$ cat src/design/srd_pkg.sv
// Shared constants, types and helpers for the status reply deframer.
package srd_pkg;

  localparam int REPLY_LEN = 11;
  localparam int WIN_AW    = $clog2(REPLY_LEN);

  localparam logic [7:0] HDR_BYTE    = 8'hFF;
  localparam logic [7:0] LEN_OK      = 8'h07;
  localparam logic [7:0] FLAG_MOVING = 8'h01;
  localparam logic [7:0] FLAG_OVERC  = 8'h02;
  localparam logic [7:0] FLAG_HOLD   = 8'h04;

  // request kinds on the input stream
  localparam logic [1:0] REQ_BYTE  = 2'd0;
  localparam logic [1:0] REQ_START = 2'd1;
  localparam logic [1:0] REQ_TICK  = 2'd2;

  // result kinds on the output stream
  localparam logic [1:0] RES_OK      = 2'd0;
  localparam logic [1:0] RES_BAD_LEN = 2'd1;
  localparam logic [1:0] RES_TIMEOUT = 2'd2;

  // byte positions inside an aligned frame
  localparam logic [WIN_AW-1:0] POS_ID      = WIN_AW'(2);
  localparam logic [WIN_AW-1:0] POS_LEN     = WIN_AW'(3);
  localparam logic [WIN_AW-1:0] POS_INSTR   = WIN_AW'(4);
  localparam logic [WIN_AW-1:0] POS_ANG_LO  = WIN_AW'(5);
  localparam logic [WIN_AW-1:0] POS_ANG_HI  = WIN_AW'(6);
  localparam logic [WIN_AW-1:0] POS_CUR_LO  = WIN_AW'(7);
  localparam logic [WIN_AW-1:0] POS_CUR_HI  = WIN_AW'(8);
  localparam logic [WIN_AW-1:0] POS_FLAGS   = WIN_AW'(9);
  localparam logic [WIN_AW-1:0] POS_CHK     = WIN_AW'(REPLY_LEN - 1);

  localparam int OUT_DW = 56;

  typedef struct packed {
    logic              done;
    logic              found;
    logic [WIN_AW-1:0] idx;
    logic              last_ff;
    logic              chk_ok;
    logic              len_ok;
    logic [7:0]        dev_id;
    logic [7:0]        instr_code;
    logic signed [15:0] angle;
    logic [15:0]       drive_cur;
    logic [7:0]        flags;
  } scan_res_t;

  // add two window offsets modulo the window length
  function automatic logic [WIN_AW-1:0] wrap_add(input logic [WIN_AW-1:0] a,
                                                 input logic [WIN_AW-1:0] b);
    logic [WIN_AW:0] s;
    s = {1'b0, a} + {1'b0, b};
    if (s >= (WIN_AW+1)'(REPLY_LEN)) begin
      s = s - (WIN_AW+1)'(REPLY_LEN);
    end
    return s[WIN_AW-1:0];
  endfunction

endpackage

$ cat src/design/srd_ram.sv
// Generic single-write, single-read synchronous RAM with registered read data.
module srd_ram #(
  parameter int DEPTH = 11,
  parameter int WIDTH = 8,
  parameter int AW    = $clog2(DEPTH)
) (
  input  logic             clk,
  input  logic             we,
  input  logic [AW-1:0]    waddr,
  input  logic [WIDTH-1:0] wdata,
  input  logic             re,
  input  logic [AW-1:0]    raddr,
  output logic [WIDTH-1:0] rdata
);

  logic [WIDTH-1:0] mem [DEPTH];

  always_ff @(posedge clk) begin
    if (we) begin
      mem[waddr] <= wdata;
    end
  end

  always_ff @(posedge clk) begin
    if (re) begin
      rdata <= mem[raddr];
    end
  end

endmodule

$ cat src/design/srd_scan.sv
// Window scanner: consumes the window one byte per cycle from the RAM read port.
module srd_scan (
  input  logic                      clk,
  input  logic                      rst,
  input  logic                      clr,
  input  logic                      issue,
  input  logic [srd_pkg::WIN_AW-1:0] pos,
  input  logic [7:0]                rdata,
  output srd_pkg::scan_res_t        res
);
  import srd_pkg::*;

  logic              vld;
  logic [WIN_AW-1:0] pos_q;
  logic              prev_ff;
  logic [7:0]        sum;
  logic              cur_ff;

  assign cur_ff = (rdata == HDR_BYTE);

  // control state and payload captured as bytes stream past
  always_ff @(posedge clk) begin
    if (rst || clr) begin
      vld       <= 1'b0;
      prev_ff   <= 1'b0;
      sum       <= '0;
      res.done  <= 1'b0;
      res.found <= 1'b0;
    end else begin
      vld   <= issue;
      pos_q <= pos;
      if (vld) begin
        prev_ff <= cur_ff;
        if (!res.found && prev_ff && cur_ff && pos_q != '0) begin
          res.found <= 1'b1;
          res.idx   <= pos_q - WIN_AW'(1);
        end
        if (pos_q >= POS_ID && pos_q <= POS_FLAGS) begin
          sum <= sum + rdata;
        end
        case (pos_q)
          POS_ID:     res.dev_id          <= rdata;
          POS_LEN:    res.len_ok          <= (rdata == LEN_OK);
          POS_INSTR:  res.instr_code      <= rdata;
          POS_ANG_LO: res.angle[7:0]      <= rdata;
          POS_ANG_HI: res.angle[15:8]     <= rdata;
          POS_CUR_LO: res.drive_cur[7:0]  <= rdata;
          POS_CUR_HI: res.drive_cur[15:8] <= rdata;
          POS_FLAGS:  res.flags           <= rdata;
          POS_CHK: begin
            res.chk_ok  <= (rdata == ~sum);
            res.last_ff <= cur_ff;
            res.done    <= 1'b1;
          end
          default: ;
        endcase
      end
    end
  end

endmodule

$ cat src/design/status_reply_deframer.sv
// Status reply deframer top level: request control, window RAM and result register.
// Scan: a byte that fills the window starts 11 RAM reads, one per cycle; a good frame
//   then offers its result through ST_EMIT, as does a reply timeout.
// Flow: one request at a time; s_tready stays low while a window is scanned or a result
//   waits in ST_EMIT, and a new result holds the input while the last one is untaken.
// Reset: control, phase, counters and output valid clear; timeout_ticks returns to 20.
module status_reply_deframer (
  input  logic        clk,
  input  logic        rst,
  // request stream
  input  logic        s_tvalid,
  output logic        s_tready,
  input  logic [15:0] s_tdata,   // [7:0] rx_byte, [15:8] echo_len
  input  logic [1:0]  s_tuser,   // [1:0] req_type
  // result stream
  output logic        m_tvalid,
  input  logic        m_tready,
  output logic [srd_pkg::OUT_DW-1:0] m_tdata,
  // [7:0] dev_id, [15:8] instr_code, [31:16] angle, [47:32] drive_cur,
  // [48] in_motion, [49] overcurrent, [50] torque_hold, [55:51] zero
  output logic [1:0]  m_tuser,   // [1:0] result_code
  // timeout register write
  input  logic        cfg_valid,
  output logic        cfg_ready,
  input  logic [7:0]  cfg_data   // timeout_ticks
);
  import srd_pkg::*;

  typedef enum logic [1:0] {ST_READY, ST_SCAN, ST_EMIT} state_t;
  typedef enum logic [1:0] {PH_IDLE, PH_ECHO, PH_REPLY} phase_t;

  state_t            st;
  phase_t            phase;
  logic [WIN_AW-1:0] head;       // window start inside the circular RAM
  logic [WIN_AW-1:0] fill;       // bytes held in the window
  logic [WIN_AW-1:0] rd_k;       // next window offset to read during a scan
  logic [7:0]        echo_left;
  logic [7:0]        ticks_left;
  logic [7:0]        timeout_ticks;
  logic [1:0]        pend_code;
  logic [OUT_DW-1:0] pend_data;

  logic              accept;
  logic [1:0]        req_type;
  logic [7:0]        rx_byte;
  logic [7:0]        echo_len;
  logic              wr_en;
  logic [WIN_AW-1:0] wr_addr;
  logic              rd_en;
  logic [WIN_AW-1:0] rd_addr;
  logic [7:0]        rd_data;
  logic              scan_clr;
  logic              out_free;
  logic [WIN_AW-1:0] drop;
  logic              frame_good;
  logic [OUT_DW-1:0] good_data;
  scan_res_t         scan;

  assign req_type  = s_tuser;
  assign rx_byte   = s_tdata[7:0];
  assign echo_len  = s_tdata[15:8];
  assign s_tready  = (st == ST_READY);
  assign accept    = s_tvalid && s_tready;
  assign cfg_ready = 1'b1;
  assign out_free  = !m_tvalid || m_tready;

  // append reply bytes at the tail of the circular window
  assign wr_en    = accept && (req_type == REQ_BYTE) && (phase == PH_REPLY);
  assign wr_addr  = wrap_add(head, fill);
  // a byte that fills the window starts a fresh scan
  assign scan_clr = wr_en && (fill == WIN_AW'(REPLY_LEN - 1));

  // read the window front to back during a scan
  assign rd_en   = (st == ST_SCAN) && (rd_k != WIN_AW'(REPLY_LEN));
  assign rd_addr = wrap_add(head, rd_k);

  srd_ram #(
    .DEPTH (REPLY_LEN),
    .WIDTH (8)
  ) u_ram (
    .clk   (clk),
    .we    (wr_en),
    .waddr (wr_addr),
    .wdata (rx_byte),
    .re    (rd_en),
    .raddr (rd_addr),
    .rdata (rd_data)
  );

  srd_scan u_scan (
    .clk   (clk),
    .rst   (rst),
    .clr   (scan_clr),
    .issue (rd_en),
    .pos   (rd_k),
    .rdata (rd_data),
    .res   (scan)
  );

  // Drop two bytes after a bad checksum, up to the header when it sits further in,
  // and all but the last byte when no header shows up.
  always_comb begin
    if (scan.found) begin
      drop = (scan.idx == '0) ? WIN_AW'(2) : scan.idx;
    end else begin
      drop = WIN_AW'(REPLY_LEN - 1);
    end
  end

  assign frame_good = scan.found && (scan.idx == '0) && scan.chk_ok;

  always_comb begin
    good_data          = '0;
    good_data[7:0]     = scan.dev_id;
    good_data[15:8]    = scan.instr_code;
    good_data[31:16]   = scan.angle;
    good_data[47:32]   = scan.drive_cur;
    good_data[48]      = |(scan.flags & FLAG_MOVING);
    good_data[49]      = |(scan.flags & FLAG_OVERC);
    good_data[50]      = |(scan.flags & FLAG_HOLD);
  end

  always_ff @(posedge clk) begin
    if (rst) begin
      st            <= ST_READY;
      phase         <= PH_IDLE;
      head          <= '0;
      fill          <= '0;
      rd_k          <= '0;
      echo_left     <= '0;
      ticks_left    <= '0;
      timeout_ticks <= 8'd20;
      m_tvalid      <= 1'b0;
    end else begin
      if (cfg_valid && cfg_ready) begin
        timeout_ticks <= cfg_data;
      end
      // release a taken result unless a new one loads in its place
      if (m_tvalid && m_tready && st != ST_EMIT) begin
        m_tvalid <= 1'b0;
      end
      case (st)
        ST_READY: begin
          if (accept) begin
            case (req_type)
              REQ_START: begin
                echo_left <= echo_len;
                fill      <= '0;
                ticks_left <= timeout_ticks;
                phase     <= (echo_len == '0) ? PH_REPLY : PH_ECHO;
              end
              REQ_BYTE: begin
                if (phase == PH_ECHO) begin
                  echo_left <= echo_left - 8'd1;
                  if (echo_left == 8'd1) begin
                    phase      <= PH_REPLY;
                    ticks_left <= timeout_ticks;
                    fill       <= '0;
                  end
                end else if (phase == PH_REPLY) begin
                  fill <= fill + WIN_AW'(1);
                  if (scan_clr) begin
                    rd_k <= '0;
                    st   <= ST_SCAN;
                  end
                end
              end
              REQ_TICK: begin
                if (phase != PH_IDLE) begin
                  if (ticks_left > 8'd1) begin
                    ticks_left <= ticks_left - 8'd1;
                  end else if (phase == PH_ECHO) begin
                    // echo drain expired: open the reply wait anyway
                    echo_left  <= '0;
                    phase      <= PH_REPLY;
                    ticks_left <= timeout_ticks;
                    fill       <= '0;
                  end else begin
                    ticks_left <= '0;
                    phase      <= PH_IDLE;
                    fill       <= '0;
                    pend_code  <= RES_TIMEOUT;
                    pend_data  <= '0;
                    st         <= ST_EMIT;
                  end
                end
              end
              default: ;
            endcase
          end
        end
        ST_SCAN: begin
          if (rd_en) begin
            rd_k <= rd_k + WIN_AW'(1);
          end
          if (scan.done) begin
            if (frame_good) begin
              phase     <= PH_IDLE;
              fill      <= '0;
              pend_code <= scan.len_ok ? RES_OK : RES_BAD_LEN;
              pend_data <= scan.len_ok ? good_data : '0;
              st        <= ST_EMIT;
            end else begin
              // advance the window start; a lone trailing header byte stays put
              head <= wrap_add(head, drop);
              if (scan.found) begin
                fill <= WIN_AW'(REPLY_LEN) - drop;
              end else begin
                fill <= scan.last_ff ? WIN_AW'(1) : '0;
              end
              st <= ST_READY;
            end
          end
        end
        ST_EMIT: begin
          // hold the result until the output register is free
          if (out_free) begin
            m_tvalid <= 1'b1;
            st       <= ST_READY;
          end
        end
        default: st <= ST_READY;
      endcase
    end
  end

  // output payload
  always_ff @(posedge clk) begin
    if (st == ST_EMIT && out_free) begin
      m_tdata <= pend_data;
      m_tuser <= pend_code;
    end
  end

endmodule

$ cat config.mk
export PLATFORM = sky130hd
export DESIGN_NAME = status_reply_deframer
export DESIGN_NICKNAME = d
export VERILOG_FILES = /design/src/design/srd_pkg.sv /design/src/design/srd_ram.sv /design/src/design/srd_scan.sv /design/src/design/status_reply_deframer.sv
export SDC_FILE = /design/constraint.sdc
export NUM_CORES = 1
export LEC_CHECK = 0
export ABC_CLOCK_PERIOD_IN_PS = 6100
export BUFFER_PORTS_ARGS = -buffer_cell sky130_fd_sc_hd__buf_2
export CAP_MARGIN = 0
export CORE_MARGIN = 2
export CORE_UTILIZATION = 41
export CTS_CLUSTER_SIZE = 25
export DETAILED_ROUTE_END_ITERATION = 10
export PLACE_DENSITY_LB_ADDON = 0.12
export SETUP_SLACK_MARGIN = 0.2
export SYNTH_ARGS = -nofsm -noshare
export SYNTH_HDL_FRONTEND = slang
export SYNTH_HIERARCHICAL = 1
export SYNTH_SLANG_ARGS = --single-unit
$ cat constraint.sdc
create_clock -name clk -period 6.1 [get_ports clk]
set_clock_uncertainty 0.05 [all_clocks]
set_input_delay 1.22 -clock clk [delete_from_list [all_inputs] [get_ports clk]]
set_output_delay 1.22 -clock clk [all_outputs]
set_load 0.005 [all_outputs]
# After elaboration in Yosys (flattened, before gate mapping)
# Memories as Yosys holds them, arrays and structs flattened. A register that Yosys moved wholly into a read port is not among the register bits.
# Cells that the tools add are included.
[word_totals]
reg_bits = 231
ram_bits = 88
input_bits = 31
out_inout_bits = 61
n_memories = 1
[mem_list]
columns = ["memory", "words", "word_bits", "read_ports", "rd_clocked_by_memory_dff", "write_ports", "line", "rtl"]
rows = [
  ["u_ram.mem", 11, 8, 1, 1, 1, "srd_ram.sv:16", "logic [WIDTH-1:0] mem [DEPTH];"],
]
[classes]
addsub = 13
magnitude_cmp = 6
n_eq_ne = 51
muxes = 78
bitwise = 4
reduce_logical = 47
[ops]
columns = ["cell", "n"]
rows = [
  ["$mux W56", 7],
  ["$pmux W56 S2", 1],
  ["$mux W4", 20],
  ["$mux W8", 9],
  ["$mux W51", 1],
  ["$pmux W8 S3", 2],
  ["$mux W2", 23],
  ["$reduce_and A3 Y1", 11],
  ["$ne A2 B1 Y1 const B", 10],
  ["$reduce_and A9 Y1", 2],
  ["$eq A4 B3 Y1 const B", 4],
  ["$eq A4 B4 Y1 const B", 4],
  ["$ne A2 B2 Y1 const B", 8],
  ["$pmux W4 S2", 2],
  ["$sub A8 B1 Y8 const B", 2],
  ["$add A4 B4 Y5", 3],
  ["$ge A5 B4 Y1 const B", 3],
  ["$logic_and A1 B1 Y1", 14],
  ["$reduce_and A7 Y1", 2],
  ["$ne A3 B2 Y1 const B", 4],
  ["$ne A3 B3 Y1 const B", 4],
  ["$pmux W2 S2", 3],
  ["$pmux W2 S3", 2],
  ["$pmux W4 S3", 1],
  ["35 further kinds", 57],
]

# Logic depth before layout (Yosys ltp)
# Gate-level depths: netlist (run 1).
[logic_depth]
word_depth = 11
mapped_depth = 13

# Modules after synthesis
# The synthesis (run 1) kept the hierarchy.
[modules_own_cells]
columns = ["mod", "instances", "cells_each", "area_each_um2"]
rows = [
  ["status_reply_deframer", 1, 605, 6937.9],
  ["srd_ram", 1, 208, 3807.4],
  ["srd_scan", 1, 187, 3014.1],
]

# Worst setup path before layout (run 1)
# Ideal clock, no wire load.
[synth_timing]
path_type = "input to register"
from = "input port m_tready"
to = "register m_tdata[0] (netlist name), enable pin"
setup_ns = 0.464
arrival_time_ns = 3.495
required_ns = 5.586
path_slack_ns = 2.091
cell_stages = 2
n_path_buf = 0
cell_sequence = "nor2b_1 nor2_1"
[synth_via]
elab_chain_cells = 2
[synth_rtl]
columns = ["element", "line", "rtl"]
rows = [
  ["start, declared", "status_reply_deframer.sv:17", "input logic m_tready,"],
  ["$logic_or A1 B1 Y1", "status_reply_deframer.sv:65", "assign out_free = !m_tvalid || m_tready;"],
  ["$logic_and A1 B1 Y1", "status_reply_deframer.sv:229", "if (st == ST_EMIT && out_free) begin"],
  ["end signal, assigned", "status_reply_deframer.sv:230", "m_tdata <= pend_data;"],
  ["end, declared", "status_reply_deframer.sv:18", "output logic [srd_pkg::OUT_DW-1:0] m_tdata,"],
]
# No other way between the ends.
# A chain may end at the register's enable or synchronous reset.

# Final worst setup path (run 1)
[layout_timing]
from = "register rd_k[0]"
to = "register u_ram.rdata[6], read port of u_ram.mem (data pin)"
[layout_via]
elab_chain_cells = 3
[layout_rtl]
columns = ["element", "line", "rtl"]
rows = [
  ["start, declared", "status_reply_deframer.sv:36", "logic [WIN_AW-1:0] rd_k;"],
  ["start signal, assigned", "status_reply_deframer.sv:194", "rd_k <= rd_k + WIN_AW'(1);"],
  ["$add A4 B4 Y5 *", "srd_pkg.sv:54", "s = {1'b0, a} + {1'b0, b};"],
  ["$sub A4 B4 Y4 / $ge A5 B4 Y1 (equally long branches)", "srd_pkg.sv:56, srd_pkg.sv:55", ""],
  ["$mux W4 *", "srd_pkg.sv:55", "if (s >= (WIN_AW+1)'(REPLY_LEN)) begin"],
  ["via rd_addr[0]", "status_reply_deframer.sv:50", "logic [WIN_AW-1:0] rd_addr;"],
  ["end, declared", "srd_ram.sv:13", "output logic [WIDTH-1:0] rdata"],
]
# Mark *: on every way through the listed nets, which the timed path passes. The rest lies on a longest branch.

==> results.toml, run 1 <==
[grt]
grt.met3_usage_pct = 2.47
grt_use_total_pct = 15.3
grt_pass1_wl_mm = 41.5
grt-ovfl-total = 0
antenna_found_initial = 0
grt_pass1_vias = 7542
busiest_layer = "met2"
gr-usage-met2_pct = 24.0
met1_usage_pct = 22.2
grt_max_degree = 59

[die]
row_count = 66
die-area_mm2 = 0.0347
start_util_pct = 41.7
coreArea_mm2 = 0.0326
ios = 92
die_x_um = 186
die_y_um = 186

[critical_path]
startpoint_type = "flop"
reg2reg_from = "rd_k[0]"
crit_family = "XOR/XNOR gates"
cp_cell_sequence = "ha_1 > inv_1 > fa_1 > xnor2_1 > a21oi_1 > nor2b_1 > o21ai_0 > xor2_4 > buf_4 > mux2i_1 > a22o_1 > o31ai_1"
crit_type = "flop to flop"
critical_path_buf_inv_count = 2
crit_start = "rd_k[0]"
cp_slowest_cell = "xor2_4"
cp.required_ps = 6360
end_kind = "flop"
critPathArrivalTime_ps = 4540
cp_max_fo = 32
slowest_delay_ps = 960

[route]
vias_per_cell = 5.14
vias = 7931
drt-pass1-iter-count = 5
drt.antenna.violating_nets = 0
drc_errors = 0
wl_mm = 25.7
wire_per_inst_um = 16.7
first_iter_violations = 425

[outcome]
outcome = "finished clean"

[pwr]
leakagePower_uw = 0.00564
power_density_mw_per_mm2 = 310
vdd_drop_max_mv = 0.172

[clocking]
cts_num_sinks = 317
clk_pin_slew_ps = 60
cts_tree = "yes"
cts.htree.levels = 2
cts_made_buffers = 35
clockBufferDepth = 3
cts_resized = 0
hold_buffers = 0
cts_setup_buffers = 0
clk-insertion-delay-late_ps = 510
cts-root-buf = "clkbuf_16"

[sta]
maxSlewViolCount = 0
relSlewSlack_pct = 15.7
post-route-min-period_ps = 4280
setup_viol = 0
tns_ps = 0
clock.fmax_ghz = 0.234
hold_viol = 0
rsz0062_at_grt = "false"
post-route-period-util_pct = 70.1
worst_pin_slew_ps = 1250

[synth]
syn_area_per_cell_um2 = 13.7
yosysWarnings = 6
netlist_instances = 995
syn_area_mm2 = 0.0136

[layout]
area_delta_synth_final_pct = 14.3
fillers = 2940
layout.nets = 1149
fin_cells = 1544
drive_above_1_share_pct = 17.3
diodes = 0

[job]
cap_violations = 0

[place]
gp_congestion = 0.798
port_buffers = 85
dpl.hpwl_mm = 16.9
dp.cells = 1480

[hold_path]
hp-start = "pend_data[36]"
min_path_type = "flop to flop"
-- cell type report --
| type | count | area [um^2] | share of cell area (%) |
|---|---|---|---|
| Sequential cell | 317 | 8990 | 57.8 |
| Multi-Input combinational cell | 588 | 4220 | 27.1 |
| Clock buffer | 45 | 965 | 6.20 |
| Tap cell | 442 | 553 | 3.55 |
| Timing Repair Buffer | 91 | 470 | 3.02 |
| Clock inverter | 19 | 204 | 1.31 |
| Inverter | 42 | 158 | 1.01 |
-- placed cells by master (no fill, tap or decap), types with 7 or more instances in the layout --
cell type    n
edfxtp_1   264
buf_2       85
nor2_1      62
and3_1      56
dfxtp_1     53
a21oi_1     43
inv_1       41
ha_1        39
clkbuf_16   36
mux2i_1     33
nand2_1     29
mux2_2      29
nor3_1      25
o21ai_0     24
nand2b_1    22
o31ai_1     15
and2_1      13
nor2b_1     12
o211ai_1    12
o22ai_1     12
a21o_1      11
or3_1       11
nand3_1     11
a22o_1      10
xnor2_1      9
clkinv_1     8
a31oi_1      8
a211oi_1     8
xor2_1       7
nor4_1       7
-- final timing paths --
kind               endpoint  slack [ps]  depth (start not counted)
max          u_ram/rdata[6]        1820                         12
min             m_tdata[36]         370                          0
max reg2reg  u_ram/rdata[6]        1820                         12
min reg2reg     m_tdata[36]         370                          0
-- power by group --
group / switching (uW) / leakage (uW) / internal [uW]
registers: 35.4 / 0.00277 / 2380
logic: 185 / 0.00230 / 121
clock network: 807 / 0.000571 / 1290
-- registers in the layout (all words and copies together) (netlist names), 4 cells and up --
name and flops:
pend_data 51, m_tdata 51, u_ram/mem 88, u_scan/sum 8, ticks_left 8, rd_k 4, u_scan/res 60, u_ram/rdata 8
timeout_ticks 8, head 4, echo_left 8, fill 4, u_scan/pos_q 4
-- stage by stage --
step	util [%]	setup WS, ps	cell area (um^2)	total power [uW]	hold slack (ps)
2_1_floorplan	-	2090	13600	2690	350
5_1_grt	47.7	1460	15600	5010	371
6_report	47.7	1820	15600	4820	366
4_1_cts	47.7	1760	15600	4890	368
3_3_place_gp	44.1	1580	14400	2770	353
3_5_place_dp	44.1	1600	14400	2770	355
-- per-layer routing --
layer	part of all wire (%)	vias up	routed length (um)
met5	0	-	0
met4	1.6	0	420
met3	4.0	34	1040
met1	49	3828	12700
met2	45	151	11600
li1	-	3918	-
(Power assumes the default switching activity.)
==> inputs of run 2 (changes only) <==
Settings changed: ABC_CLOCK_PERIOD_IN_PS 6100 to 4200.
Clock period 6.1 ns to 4.2 ns, I/O delays scaled along.
==> run 2 against run 1 <==
  * Cell count increased by 0.71%
  * Total power increased by 43%
  * Combinational power increased by 47%
==> results.toml, run 2 (synthesized netlist as in run 1, its figures left out) <==
[sta]
post-route-min-period_ps = 3730
relSlewSlack_pct = 43.4
tns_ps = 0
post-route-period-util_pct = 88.9
clock.fmax_ghz = 0.268
worst_pin_slew_ps = 845
rsz0062_at_grt = "false"
hold_viol = 0
setup_viol = 0
maxSlewViolCount = 0

[layout]
fillers = 2931
layout.nets = 1161
seq_area_mm2 = 0.00899
diodes = 0
most-common-layout-cells = "edfxtp_1, buf_2, nor2_1, and3_1, dfxtp_1"
mostFrequentLayoutCell = "edfxtp_1"
reg.largest.list = "u_ram/mem: 88 flops, u_scan/res: 60 flops"
final_util_pct = 47.8
multi_input_comb_area_mm2 = 0.00421
area_delta_synth_final_pct = 14.7
largest-register = "u_ram/mem"
largest_register_ffs = 88
drive_above_1_share_pct = 18.3

[clocking]
hold_buffers = 0
cts_tree = "yes"
cts_setup_buffers = 0
clockBufferDepth = 3
cts.htree.levels = 2
clk-insertion-delay-late_ps = 520
cts-root-buf = "clkbuf_16"
cts_resized = 0
cts_num_sinks = 317
cts_made_buffers = 35
clk_pin_slew_ps = 60

[die]
coreArea_mm2 = 0.0326
die_x_um = 186
start_util_pct = 41.7
row_count = 66
die-area_mm2 = 0.0347
ios = 92
die_y_um = 186

[pwr]
leakagePower_uw = 0.00568
vdd_drop_max_mv = 0.222
power_density_mw_per_mm2 = 441

[critical_path]
startpoint_type = "flop"
end_kind = "flop"
rrSetupSlack_ps = 470
critPathArrivalTime_ps = 3920
crit_type = "flop to flop"
cp_max_fo = 20
cp.required_ps = 4390

[route]
wire_per_inst_um = 17.2
first_iter_violations = 491
drt.antenna.violating_nets = 0
vias = 7998
drc_errors = 0
wl_mm = 26.7
vias_per_cell = 5.14
drt-pass1-iter-count = 5

[place]
gp_congestion = 0.819
dpl.hpwl_mm = 17.5
port_buffers = 85

[grt]
grt-ovfl-total = 0
grt_max_degree = 59
grt_pass1_wl_mm = 42.5
antenna_found_initial = 0
grt_pass1_vias = 7729
grt_use_total_pct = 15.7

[outcome]
outcome = "finished clean"

[hold_path]
min_path_type = "flop to flop"

[job]
cap_violations = 0
[run 2: metrics by stage]
step                      total power [uW]  area (um^2)  setup slack (ps)  hold WS (ps)  std cells
after floorplan                       3900        13600               571           350        999
after global placement                4020        14500               597           352       1491
after detailed placement              4030        14500               528           355       1491
after CTS                             6970        15600               495           368       1554
after global routing                  7150        15600               204           370       1555
final                                 6890        15600               467           366       1555
[run 2: layout make-up]
type	instances	share of cell area, %
Inverter	42	1.01
Clock inverter	23	1.23
Sequential cell	317	57.6
Timing Repair Buffer	103	3.80
Tap cell	442	3.54
Multi-Input combinational cell	588	27.0
Clock buffer	40	5.87
[run 2: path summary, 6_finish.rpt]
path,start,end,cells past startpoint
setup / recovery,rd_k[0],u_ram/rdata[6],11
hold / removal,pend_data[3],m_tdata[3],0
setup reg to reg,rd_k[0],u_ram/rdata[6],11
hold reg to reg,pend_data[3],m_tdata[3],0
[run 2: routing by layer]
| metal | routed length (um) | part of all wire (%) | GRT usage (%) |
|---|---|---|---|
| met5 | 0 | 0 | 0 |
| met4 | 423 | 1.6 | 4.22 |
| met3 | 1140 | 4.3 | 2.71 |
| met2 | 12100 | 45 | 24.7 |
| met1 | 13000 | 49 | 22.5 |
[run 2: power by group]
group	switching, uW	total (uW)	internal [uW]
Clock	1220	2930	1700
Combinational	272	451	179
Sequential	52.4	3510	3460
[run 2: critical path, stage by stage, from the launching register on]
cell and delay (ps):
dfxtp_1 420, ha_1 210, inv_1 60, fa_1 400
xnor2_1 240, a21oi_1 110, nor2b_1 150, o21ai_0 500
mux2_2 520, nor2b_1 460, a22o_1 260, o31ai_1 80
==> inputs of run 3 (changes only) <==
Settings changed: BUFFER_PORTS_ARGS -buffer_cell sky130_fd_sc_hd__buf_2 to -buffer_cell sky130_fd_sc_hd__buf_4, CTS_CLUSTER_SIZE 25 to 12.
==> run 3 against run 2 <==
  * Highest routed layer unchanged
  * Sequential share of layout area shrank 0.50 points
  * Non-clock buffer count grew 3
  * Via count shrank 0.60%
  * Critical endpoint is now u_ram/rdata[7]
  * Total power shrank 2.2%
  * Cell count shrank 0.26%
  * Global-route usage shrank 0.48 points
  * Utilization grew 0.42 points
==> results.toml, run 3 (synthesized netlist as in run 1, its figures left out) <==
[outcome]
outcome = "finished clean"

[pwr]
leakagePower_uw = 0.00573
vdd_drop_max_mv = 0.275
power_density_mw_per_mm2 = 428

[layout]
largest-register = "u_ram/mem"
most-common-layout-cells = "edfxtp_1, buf_4, nor2_1, and3_1, dfxtp_1"
largest_register_ffs = 88
mostFrequentLayoutCell = "edfxtp_1"
fillers = 2897
area_delta_synth_final_pct = 15.7
reg.largest.list = "u_ram/mem: 88 flops, u_scan/res: 60 flops"
layout.nets = 1164
seq_area_mm2 = 0.00899
multi_input_comb_area_mm2 = 0.00421
diodes = 0
drive_above_1_share_pct = 17.7

[route]
first_iter_violations = 570
dr.max_layer_used = "met4"
drt-pass1-iter-count = 5
wire_per_inst_um = 16.9
wl_met1_mm = 12.7
wl_mm = 26.1
route.met3.wl_mm = 1.13
wl_met2_mm = 11.7
vias = 7950
drc_errors = 0
vias_per_cell = 5.13
drt.antenna.violating_nets = 0

[sta]
hold_viol = 0
rsz0062_at_grt = "false"
maxSlewViolCount = 0
post-route-min-period_ps = 3610
holdWs_ps = 366
worst_pin_slew_ps = 1230
setup_viol = 0
clock.fmax_ghz = 0.277
post-route-period-util_pct = 85.9
relSlewSlack_pct = 18.0
tns_ps = 0

[critical_path]
startpoint_type = "flop"
critPathArrivalTime_ps = 3800
crit_type = "flop to flop"
cp_max_fo = 8
cp.required_ps = 4390
end_kind = "flop"

[grt]
antenna_found_initial = 0
grt_pass1_vias = 7573
grt_max_degree = 59
grt_pass1_wl_mm = 41.5
grt_use_total_pct = 15.2
grt-ovfl-total = 0

[clocking]
cts_made_buffers = 35
hold_buffers = 0
clk-insertion-delay-late_ps = 510
cts-root-buf = "clkbuf_16"
cts.htree.levels = 2
cts_setup_buffers = 0
clockBufferDepth = 3
cts_tree = "yes"
cts_num_sinks = 317
clk_pin_slew_ps = 60
cts_resized = 0

[hold_path]
min_path_type = "flop to flop"

[place]
gp_congestion = 0.804
dpl.hpwl_mm = 17.4
port_buffers = 85

[job]
cap_violations = 0

[die]
die_x_um = 186
row_count = 66
ios = 92
die_y_um = 186
coreArea_mm2 = 0.0326
start_util_pct = 41.7
die-area_mm2 = 0.0347
## run 3: changes by cell type in the layout (fill, tap and decap cells not counted)
cell / change
buf_16: -1
buf_2: -85
buf_4: +89
bufinv_16: -1
clkinv_1: +4
clkinv_2: -5
clkinv_4: -2
clkinvlp_4: -4
inv_6: +1
## run 3: area by class of cell
type | instances | share of cell area [%]
clock buffers | 40 | 5.82
inverters | 42 | 1.00
repair buffers | 106 | 5.13
well taps | 442 | 3.51
flip-flops and latches | 317 | 57.1
multi-input cells | 588 | 26.7
clock inverters | 16 | 0.723
## run 3: through the flow
step / power, uW / std cells / worst slack (ps) / utilization, % / area, um^2
after CTS: 6830 / 1551 / 575 / 48.3 / 15700
final: 6730 / 1551 / 594 / 48.3 / 15700
after global routing: 7010 / 1551 / 370 / 48.3 / 15700
after floorplan: 3900 / 999 / 571 / - / 13600
after detailed placement: 4040 / 1495 / 574 / 45.1 / 14700
after global placement: 4040 / 1495 / 671 / 45.1 / 14700
## run 3: critical path, cell delays in order (launching register included)
cell	delay, ps
dfxtp_1	420
ha_1	200
inv_1	50
fa_1	390
xnor2_1	230
a21oi_1	100
nor2b_1	150
o21ai_0	510
mux2_2	440
nor2_1	440
a22o_1	250
o31ai_1	90
## run 3: worst paths after layout
check | start | endpoint | slack, ps | depth (start not counted)
worst min register to register | pend_data[12] | m_tdata[12] | 370 | 0
worst min-delay path | pend_data[12] | m_tdata[12] | 370 | 0
worst max-delay path | rd_k[0] | u_ram/rdata[7] | 590 | 11
worst max register to register | rd_k[0] | u_ram/rdata[7] | 590 | 11
## run 3: where the power goes
group | total (uW) | switching, uW | internal (uW)
registers | 3510 | 50.8 | 3460
clock network | 2760 | 1150 | 1620
logic | 463 | 270 | 193
## run 3: metal layers
| layer | GRT usage (%) | vias to the layer above |
|---|---|---|
| li1 | - | 3927 |
| met1 | 21.7 | 3828 |
| met2 | 23.7 | 153 |
| met3 | 2.98 | 42 |
| met4 | 4.47 | 0 |
| met5 | 0 | - |
